--- config.mk ---
export PLATFORM = sky130hd
export DESIGN_NAME = base64url_stream_decoder_top
export DESIGN_NICKNAME = d
export VERILOG_FILES = /design/src/b64d_pkg.sv /design/src/b64d_front.sv /design/src/b64d_fifo.sv /design/src/b64d_back.sv /design/src/base64url_stream_decoder_top.sv
export SDC_FILE = /design/constraint.sdc
export NUM_CORES = 1
export LEC_CHECK = 0
export ABC_AREA = 1
export ABC_CLOCK_PERIOD_IN_PS = 3000
export BUFFER_PORTS_ARGS = -buffer_cell sky130_fd_sc_hd__buf_2
export CORE_ASPECT_RATIO = 1.25
export CORE_MARGIN = 3
export CORE_UTILIZATION = 30
export DETAILED_ROUTE_END_ITERATION = 6
export SETUP_SLACK_MARGIN = 0.02
export SLEW_MARGIN = 30
export SYNTH_ARGS = -nofsm -noshare
export SYNTH_HDL_FRONTEND = slang
export SYNTH_SLANG_ARGS = --single-unit
--- constraint.sdc ---
create_clock -name clk -period 3 [get_ports clk]
set_input_delay 0.3 -clock clk [delete_from_list [all_inputs] [get_ports clk]]
set_output_delay 0.3 -clock clk [all_outputs]
set_load 0.005 [all_outputs]
--- src/b64d_pkg.sv ---
`timescale 1ns / 1ps
package b64d_pkg;

  localparam int CHAR_W     = 8;
  localparam int VAL_W      = 6;
  localparam int COUNT_W    = 13;
  localparam int STATUS_W   = 2;
  localparam int ACC_W      = 12;
  localparam int PEND_W     = 4;
  localparam int OUT_DATA_W = 24;

  localparam int MAX_BYTES_DEF  = 4096;
  localparam int FIFO_DEPTH_DEF = 4;
  localparam logic [COUNT_W-1:0] CAP_RESET = 13'd4096;

  // func codes on the input tuser
  localparam logic FUNC_CHAR = 1'b0;
  localparam logic FUNC_END  = 1'b1;

  // status codes
  localparam logic [STATUS_W-1:0] ST_OK      = 2'd0;
  localparam logic [STATUS_W-1:0] ST_BAD_CHR = 2'd1;
  localparam logic [STATUS_W-1:0] ST_BAD_LEN = 2'd2;
  localparam logic [STATUS_W-1:0] ST_OVER    = 2'd3;

  // classified word handed from front to back
  typedef struct packed {
    logic             is_end;
    logic             bad;
    logic [VAL_W-1:0] val;
  } b64d_entry_t;

  localparam int ENTRY_W = $bits(b64d_entry_t);

endpackage

--- src/b64d_front.sv ---
`timescale 1ns / 1ps
module b64d_front (
  input  logic                             in_tvalid,
  output logic                             in_tready,
  input  logic [b64d_pkg::CHAR_W-1:0]      in_tdata,
  input  logic                             in_tuser,
  input  logic                             q_full,
  output logic                             q_push,
  output b64d_pkg::b64d_entry_t            q_entry
);

  logic [b64d_pkg::CHAR_W-1:0] c;
  logic [b64d_pkg::CHAR_W-1:0] v8;
  logic                        bad;

  assign c = in_tdata;

  // alphabet map: A-Z 0..25, a-z 26..51, 0-9 52..61, '-' 62, '_' 63
  always_comb begin
    bad = 1'b0;
    v8  = '0;
    if (c inside {[8'h41:8'h5A]}) begin
      v8 = c - 8'h41;
    end else if (c inside {[8'h61:8'h7A]}) begin
      v8 = c - 8'h61 + 8'd26;
    end else if (c inside {[8'h30:8'h39]}) begin
      v8 = c - 8'h30 + 8'd52;
    end else if (c == 8'h2D) begin
      v8 = 8'd62;
    end else if (c == 8'h5F) begin
      v8 = 8'd63;
    end else begin
      bad = 1'b1;
    end
  end

  assign in_tready      = !q_full;
  assign q_push         = in_tvalid && !q_full;
  assign q_entry.is_end = (in_tuser == b64d_pkg::FUNC_END);
  assign q_entry.bad    = bad;
  assign q_entry.val    = v8[b64d_pkg::VAL_W-1:0];

endmodule

--- src/b64d_fifo.sv ---
`timescale 1ns / 1ps
module b64d_fifo #(
  parameter int DEPTH = b64d_pkg::FIFO_DEPTH_DEF
) (
  input  logic                        clk,
  input  logic                        rst_n,
  input  logic                        push,
  input  b64d_pkg::b64d_entry_t       push_entry,
  output logic                        full,
  input  logic                        pop,
  output logic                        empty,
  output b64d_pkg::b64d_entry_t       head
);

  localparam int PTR_W = (DEPTH > 1) ? $clog2(DEPTH) : 1;
  localparam int CNT_W = $clog2(DEPTH + 1);
  localparam logic [PTR_W-1:0] LAST = PTR_W'(DEPTH - 1);
  localparam logic [CNT_W-1:0] FULL_CNT = CNT_W'(DEPTH);

  b64d_pkg::b64d_entry_t mem_r [DEPTH];
  logic [PTR_W-1:0] wr_ptr_r, wr_ptr_nxt;
  logic [PTR_W-1:0] rd_ptr_r, rd_ptr_nxt;
  logic [CNT_W-1:0] cnt_r, cnt_nxt;

  assign full  = (cnt_r == FULL_CNT);
  assign empty = (cnt_r == '0);
  assign head  = mem_r[rd_ptr_r];

  always_comb begin
    wr_ptr_nxt = wr_ptr_r;
    rd_ptr_nxt = rd_ptr_r;
    cnt_nxt    = cnt_r;
    if (push) begin
      wr_ptr_nxt = (wr_ptr_r == LAST) ? '0 : wr_ptr_r + 1'b1;
    end
    if (pop) begin
      rd_ptr_nxt = (rd_ptr_r == LAST) ? '0 : rd_ptr_r + 1'b1;
    end
    if (push && !pop) begin
      cnt_nxt = cnt_r + 1'b1;
    end else if (pop && !push) begin
      cnt_nxt = cnt_r - 1'b1;
    end
  end

  always_ff @(posedge clk) begin
    if (!rst_n) begin
      wr_ptr_r <= '0;
      rd_ptr_r <= '0;
      cnt_r    <= '0;
    end else begin
      wr_ptr_r <= wr_ptr_nxt;
      rd_ptr_r <= rd_ptr_nxt;
      cnt_r    <= cnt_nxt;
    end
  end

  always_ff @(posedge clk) begin
    if (push) begin
      mem_r[wr_ptr_r] <= push_entry;
    end
  end

endmodule

--- src/b64d_back.sv ---
`timescale 1ns / 1ps
module b64d_back #(
  parameter int MAX_BYTES = b64d_pkg::MAX_BYTES_DEF
) (
  input  logic                              clk,
  input  logic                              rst_n,
  input  logic                              cfg_we,
  input  logic [b64d_pkg::COUNT_W-1:0]      cfg_wdata,
  input  logic                              q_empty,
  input  b64d_pkg::b64d_entry_t             q_head,
  output logic                              q_pop,
  output logic                              out_tvalid,
  input  logic                              out_tready,
  output logic [b64d_pkg::OUT_DATA_W-1:0]   out_tdata,
  output logic                              out_tuser
);

  localparam int CW = b64d_pkg::COUNT_W;
  localparam logic [CW-1:0] CAP_LIMIT =
    (MAX_BYTES >= (1 << CW)) ? {CW{1'b1}} : CW'(MAX_BYTES);

  logic [CW-1:0]                   cap_r;
  logic [b64d_pkg::ACC_W-1:0]      acc_r, acc_nxt;
  logic [b64d_pkg::PEND_W-1:0]     pend_r, pend_nxt, pend_sum;
  logic [1:0]                      phase_r, phase_nxt;
  logic [CW-1:0]                   bytes_r, bytes_nxt;
  logic [b64d_pkg::STATUS_W-1:0]   err_r, err_nxt;
  logic                            ovalid_r, ovalid_nxt;
  logic                            ouser_r, ouser_nxt;
  logic [b64d_pkg::OUT_DATA_W-1:0] odata_r, odata_nxt;
  logic [CW-1:0]                   cap_eff;
  logic [b64d_pkg::ACC_W-1:0]      acc_shift;
  logic [b64d_pkg::STATUS_W-1:0]   st;
  logic                            advance;

  assign cap_eff  = (cap_r > CAP_LIMIT) ? CAP_LIMIT : cap_r;
  assign advance  = !ovalid_r || out_tready;
  assign q_pop    = advance && !q_empty;
  assign pend_sum = pend_r + 4'd6;

  always_comb begin
    acc_nxt    = acc_r;
    pend_nxt   = pend_r;
    phase_nxt  = phase_r;
    bytes_nxt  = bytes_r;
    err_nxt    = err_r;
    ovalid_nxt = ovalid_r && !out_tready;
    ouser_nxt  = ouser_r;
    odata_nxt  = odata_r;
    acc_shift  = '0;
    st         = err_r;
    if (q_pop) begin
      if (q_head.is_end) begin
        st         = (phase_r == 2'd1) ? b64d_pkg::ST_BAD_LEN : err_r;
        ovalid_nxt = 1'b1;
        ouser_nxt  = 1'b1;
        odata_nxt  = {1'b0, bytes_r, st, 8'h00};
        acc_nxt    = '0;
        pend_nxt   = '0;
        phase_nxt  = '0;
        bytes_nxt  = '0;
        err_nxt    = b64d_pkg::ST_OK;
      end else begin
        phase_nxt = phase_r + 2'd1;
        if (err_r == b64d_pkg::ST_OK) begin
          if (q_head.bad) begin
            err_nxt = b64d_pkg::ST_BAD_CHR;
          end else begin
            acc_nxt = {acc_r[5:0], q_head.val};
            if (pend_sum >= 4'd8) begin
              pend_nxt = pend_sum - 4'd8;
              if (bytes_r >= cap_eff) begin
                err_nxt = b64d_pkg::ST_OVER;
              end else begin
                acc_shift  = acc_nxt >> pend_nxt;
                ovalid_nxt = 1'b1;
                ouser_nxt  = 1'b0;
                odata_nxt  = {16'h0000, acc_shift[7:0]};
                bytes_nxt  = bytes_r + 1'b1;
              end
            end else begin
              pend_nxt = pend_sum;
            end
          end
        end
      end
    end
  end

  always_ff @(posedge clk) begin
    if (!rst_n) begin
      cap_r    <= b64d_pkg::CAP_RESET;
      acc_r    <= '0;
      pend_r   <= '0;
      phase_r  <= '0;
      bytes_r  <= '0;
      err_r    <= b64d_pkg::ST_OK;
      ovalid_r <= 1'b0;
    end else begin
      if (cfg_we) begin
        cap_r <= cfg_wdata;
      end
      acc_r    <= acc_nxt;
      pend_r   <= pend_nxt;
      phase_r  <= phase_nxt;
      bytes_r  <= bytes_nxt;
      err_r    <= err_nxt;
      ovalid_r <= ovalid_nxt;
    end
  end

  always_ff @(posedge clk) begin
    ouser_r <= ouser_nxt;
    odata_r <= odata_nxt;
  end

  assign out_tvalid = ovalid_r;
  assign out_tuser  = ouser_r;
  assign out_tdata  = odata_r;

endmodule

--- src/base64url_stream_decoder_top.sv ---
`timescale 1ns / 1ps
// Unpadded base64url decoder. Send one character per word (in_tuser = 0) and
// close each string with an end word (in_tuser = 1). Each completed byte comes
// out at once as a data word (out_tuser = 0); the end word yields one status
// word (out_tuser = 1) with the code (0 ok, 1 bad character, 2 bad length,
// 3 over capacity) and the number of bytes sent for that string. After the
// first error a string sends no more bytes; drop its earlier bytes when the
// status is not ok. Trailing bits are not checked. The byte limit is the
// smaller of cfg_wdata (reset 4096) and MAX_BYTES; write it only while idle.
// Throughput is one word per cycle while the output is not stalled: a small
// classifier at the input writes a short queue, and the decode stage pops one
// entry per cycle into the output register. The queue memory is registered.
module base64url_stream_decoder_top #(
  parameter int MAX_BYTES  = b64d_pkg::MAX_BYTES_DEF,
  parameter int FIFO_DEPTH = b64d_pkg::FIFO_DEPTH_DEF
) (
  input  logic                              clk,
  input  logic                              rst_n,
  // config: byte limit
  input  logic                              cfg_we,
  input  logic [b64d_pkg::COUNT_W-1:0]      cfg_wdata,
  // input stream
  input  logic                              in_tvalid,
  output logic                              in_tready,
  input  logic [b64d_pkg::CHAR_W-1:0]      in_tdata,   // [7:0] char_code
  input  logic                              in_tuser,   // [0] func
  // result stream
  output logic                              out_tvalid,
  input  logic                              out_tready,
  // [7:0] data_byte, [9:8] status_code, [22:10] byte_count, [23] zero
  output logic [b64d_pkg::OUT_DATA_W-1:0]   out_tdata,
  output logic                              out_tuser   // [0] is_status
);

  b64d_pkg::b64d_entry_t push_entry;
  b64d_pkg::b64d_entry_t head;
  logic                  push;
  logic                  pop;
  logic                  full;
  logic                  empty;

  // front: handshake and character classification
  b64d_front u_front (
    .in_tvalid (in_tvalid),
    .in_tready (in_tready),
    .in_tdata  (in_tdata),
    .in_tuser  (in_tuser),
    .q_full    (full),
    .q_push    (push),
    .q_entry   (push_entry)
  );

  // decouples the input from output stalls
  b64d_fifo #(
    .DEPTH (FIFO_DEPTH)
  ) u_fifo (
    .clk        (clk),
    .rst_n      (rst_n),
    .push       (push),
    .push_entry (push_entry),
    .full       (full),
    .pop        (pop),
    .empty      (empty),
    .head       (head)
  );

  // back: bit accumulator, counters, error tracking, output register
  b64d_back #(
    .MAX_BYTES (MAX_BYTES)
  ) u_back (
    .clk        (clk),
    .rst_n      (rst_n),
    .cfg_we     (cfg_we),
    .cfg_wdata  (cfg_wdata),
    .q_empty    (empty),
    .q_head     (head),
    .q_pop      (pop),
    .out_tvalid (out_tvalid),
    .out_tready (out_tready),
    .out_tdata  (out_tdata),
    .out_tuser  (out_tuser)
  );

endmodule

==> key figures <==
Status
  • Result of the run: completed

Timing
  • Fin. Hold Viols: 0
  • RSZ-0062 raised after global routing: false
  • # setup viols final: 0
  • Relative slew slack: 0.396
  • Transition time at the pin with the least slew margin: 0.905 ns
  • Highest Clock Rate: 377 MHz
  • Clock period minus final worst setup slack: approximately 2.7 ns
  • Final hold slack: roughly 0.18 ns
  • Largest clock skew in the final design: 0.0137 ns
  • Period utilisation layout: 0.885
  • Pins over their slew limit: 0
  • Setup tns final: 0 ns

Job
  • Max capacitance violation total: 0

GRT
  • Maximum number of pins on one net before global-route repair: 26
  • First-pass GRT wire length: ~20 mm
  • Overall Global Routing Usage: 0.120
  • Initial antenna violation count: 0
  • Total grt overflow: 0
  • Vias in the first global route: around 4200

CTS
  • Clock latency of the later-clocked register in the worst-skew pair: roughly 0.35 ns
  • Total of hold buffers inserted after clock tree synthesis: 0
  • TritonCTS clock tree: done
  • Clock slew seen by the registers of the worst setup and hold paths: around 0.070 ns
  • Clock Path Buffers: 2
  • Cell at the root of the clock tree: sky130_fd_sc_hd__clkbuf_16
  • Total clock buffers created by CTS: 9
  • Sinks on Clock Net: ~110
  • H-tree depth: 3

Pwr
  • Relative contribution of the clock network to total power: 0.234
  • Part of the power in registers: 0.395
  • Static Leak: around 2.6 nW
  • Combinational group share of total power: 0.370
  • Ratio of total power to cell area: 814 nW/um2
  • Total internal power: between 3 and 4 mW
  • Worst ir drop on vdd: ~0.00034 V
  • Switching power summed over all nets: 1.99 mW
  • Sw Share: 0.382

Floorplanning
  • Placeable Area: between 15000 and 20000 um2
  • Top-level I/O count: 54
  • Vert. Die Dim: between 150 and 200 um
  • Starting utilization of the core area: 0.308
  • Chip width: around 130 um
  • Row Count: between 50 and 60
  • Floorplan die area: 20300 um2

Hold path
  • Type of the worst min-delay path: input port to flip-flop

Synth
  • Seq/Total Area, Yosys: 0.476
  • Cells after synthesis: about 700
  • Share of synthesized flip-flops with an asynchronous set or reset: 0
  • Top_reg_cell synth: sky130_fd_sc_hd__edfxtp_1
  • Total of warnings raised by yosys: 0
  • Post-synthesis net count: between 700 and 800
  • Average instance area after synthesis: 8.10 um2
  • Netlist area before placement: between 5000 and 6000 um2
  • Post-synth cell types: 38
  • Number of flip-flops and latches in the synthesized netlist: approximately 110
  • Number of enable flip-flop cells after synthesis: 56

Placement
  • Final weighted congestion in routability-driven placement: between 0.8 and 0.9
  • Number of instances in the placed design: about 950
  • Number of input and output port buffers inserted: 52
  • Final HPWL from detailed placement: 8.84 mm

Drt
  • DRC Markers: 0
  • DR vias/cell: between 4 and 5
  • Number of design-rule violations left by the first detailed-router iteration: 360
  • Number of iterations in the first detailed-routing pass: 5
  • WL final: 12.0 mm
  • Post-DR wirelength/cell: between 10 and 15 um
  • Via count: between 4000 and 5000
  • Number of nets with antenna violations after detailed routing: 0

Worst setup path
  • Class of the most critical setup path: flip-flop to flip-flop
  • Data arrival time at the worst-slack endpoint: between 2 and 3 ns
  • Startpoint types: flip-flop
  • Max Fanout on Critical Path: 24
  • Data required time of the critical path: between 3 and 4 ns
  • Worst Setup End Kind: flip-flop

Finish
  • Number of fillers in the final layout: 1894
  • Area Overhead vs Synth: 14.6%
  • Final layout net count: around 800
  • Util after Layout: 0.353
  • Fraction of layout instances using a drive strength above 1: 0.125
  • Number of antenna repair diodes: 0
  • Non-filler instance count after layout: 970
-- per-layer routing --
layer / share of wire / track usage
met1: 0.48 / 0.162
met2: 0.48 / 0.198
met3: 0.033 / 0.0171
met4: 0.012 / 0.0425
met5: 0 / 0
-- registers in the layout, summed over array words and instances (netlist names), 2 cells and up, named ones only --
signal / cells
u_back.acc_r: 6
u_fifo.wr_ptr_r: 2
u_back.err_r: 2
u_back.out_tdata: 23
u_fifo.cnt_r: 3
u_back.pend_r: 3
u_back.phase_r: 2
u_fifo.mem_r: 32
u_back.cap_r: 13
u_fifo.rd_ptr_r: 2
u_back.bytes_r: 13
-- final cells by class --
| cell class | count | area (um2) | area share |
|---|---|---|---|
| inverter | 72 | 279 | 0.0435 |
| multi-input combinational | 489 | 2540 | 0.397 |
| timing repair inverter | 1 | 5.00 | 0.000781 |
| clock inverter | 7 | 83.8 | 0.0131 |
| tap | 228 | 285 | 0.0445 |
| sequential | 105 | 2660 | 0.415 |
| timing repair buffer | 59 | 325 | 0.0508 |
| clock buffer | 9 | 225 | 0.0351 |
-- per-stage QoR --
step,power (mW),instance area [um2],setup slack (ns)
3_3_place_gp,4.04,6080,0.269
2_1_floorplan,3.44,5600,0.0867
5_1_grt,5.62,6410,0.0659
4_1_cts,5.28,6390,0.139
3_5_place_dp,4.05,6080,0.174
6_report,5.22,6410,0.344
-- cells in the mapped netlist (3+ instances only) --
cell                       number  area share
sky130_fd_sc_hd__a211oi_1       3      0.0040
sky130_fd_sc_hd__a21oi_1       48       0.043
sky130_fd_sc_hd__a31oi_1        3      0.0034
sky130_fd_sc_hd__buf_2          8      0.0072
sky130_fd_sc_hd__buf_4          3      0.0040
sky130_fd_sc_hd__clkbuf_1       9      0.0060
sky130_fd_sc_hd__dfxtp_1       49        0.18
sky130_fd_sc_hd__edfxtp_1      56        0.30
sky130_fd_sc_hd__ha_1          31       0.069
sky130_fd_sc_hd__inv_1         70       0.047
sky130_fd_sc_hd__mux2i_1        4      0.0072
sky130_fd_sc_hd__nand2_1      151        0.10
sky130_fd_sc_hd__nand3_1       49       0.044
sky130_fd_sc_hd__nand4_1        4      0.0045
sky130_fd_sc_hd__nor2_1       104       0.070
sky130_fd_sc_hd__nor3_1        10      0.0090
sky130_fd_sc_hd__o211ai_1       3      0.0040
sky130_fd_sc_hd__o21ai_0       42       0.038
sky130_fd_sc_hd__o21ai_1        3      0.0027
sky130_fd_sc_hd__or2_2          3      0.0034
sky130_fd_sc_hd__xor2_1        14       0.022
-- cells in the final DEF, fill, tap and decap left out, types with 2 or more instances in the layout --
master                      netlist  final
sky130_fd_sc_hd__o21ai_1          3      3
sky130_fd_sc_hd__nor2_1         104    104
sky130_fd_sc_hd__o21ai_0         42     42
sky130_fd_sc_hd__ha_1            31     31
sky130_fd_sc_hd__nand3_1         49     49
sky130_fd_sc_hd__mux2i_1          4      4
sky130_fd_sc_hd__nor3_1          10      9
sky130_fd_sc_hd__inv_1           70     68
sky130_fd_sc_hd__inv_6            1      2
sky130_fd_sc_hd__buf_4            3      6
sky130_fd_sc_hd__buf_2            8     52
sky130_fd_sc_hd__xor2_1          14     14
sky130_fd_sc_hd__o211ai_1         3      3
sky130_fd_sc_hd__a21oi_1         48     47
sky130_fd_sc_hd__edfxtp_1        56     56
sky130_fd_sc_hd__nand3_2          2      2
sky130_fd_sc_hd__or2_2            3      3
sky130_fd_sc_hd__a211oi_1         3      3
sky130_fd_sc_hd__dfxtp_1         49     49
sky130_fd_sc_hd__clkbuf_16        0      9
sky130_fd_sc_hd__xnor2_1          2      2
sky130_fd_sc_hd__clkinv_4         0      2
sky130_fd_sc_hd__inv_8            0      2
sky130_fd_sc_hd__a31oi_1          3      3
sky130_fd_sc_hd__nor2_2           2      2
sky130_fd_sc_hd__nand4_1          4      4
sky130_fd_sc_hd__nand2_1        151    151
-- power by group through the flow --
stage | Sequential (mW) | Clock (mW) | Combinational, mW
after detailed placement | 2.10 | 0 | 1.95
after global placement | 2.10 | 0 | 1.94
after global routing | 2.10 | 1.30 | 2.22
after floorplan | 2.09 | 0 | 1.36
after CTS | 2.07 | 1.24 | 1.96
final | 2.06 | 1.22 | 1.93
-- critical path, stage by stage (launching register included) --
cell,delay [ns]
sky130_fd_sc_hd__dfxtp_1,0.34
sky130_fd_sc_hd__nor4_2,0.26
sky130_fd_sc_hd__nand2_1,0.09
sky130_fd_sc_hd__nor3_2,0.14
sky130_fd_sc_hd__a21oi_2,0.10
sky130_fd_sc_hd__inv_2,0.12
sky130_fd_sc_hd__nand2_1,0.07
sky130_fd_sc_hd__ha_1,0.28
sky130_fd_sc_hd__nand2_1,0.05
sky130_fd_sc_hd__nor2_1,0.13
sky130_fd_sc_hd__nand2_1,0.08
sky130_fd_sc_hd__nor2_1,0.09
sky130_fd_sc_hd__nand2_1,0.06
sky130_fd_sc_hd__nand3_1,0.10
sky130_fd_sc_hd__nand2_1,0.08
sky130_fd_sc_hd__nand2_2,0.10
sky130_fd_sc_hd__clkinvlp_4,0.13
sky130_fd_sc_hd__buf_12,0.18
-- cell families (layout without fill, tap and decap cells) --
group	Yosys count	in the layout	share of synthesized area
fa+ha+maj	32	32	0.0729
compound gates	106	106	0.101
mux	4	4	0.00716
xor+xnor	16	16	0.0251
flops	105	105	0.476
other cells	1	1	0.000671
buf+inv	96	148	0.0718
simple gates	330	330	0.245
-- final timing paths --
kind	from	end	slack, ns	cells past startpoint
worst max register to register	u_back.cap_r[4]	u_back.out_tdata[9]	0.34	17
worst min register to register	u_back.pend_r[2]	u_back.pend_r[2]	0.47	2
worst min-delay path	cfg_wdata[12]	u_back.cap_r[12]	0.18	3
worst max-delay path	u_back.cap_r[4]	u_back.out_tdata[9]	0.34	17
-- what timing repair did --
item                                    in CTS  in global routing
buffers inserted                             0                  0
endpoints found under the setup margin       0                 38
resized for setup                            0                  4
Power figures use the tool's default switching activity.
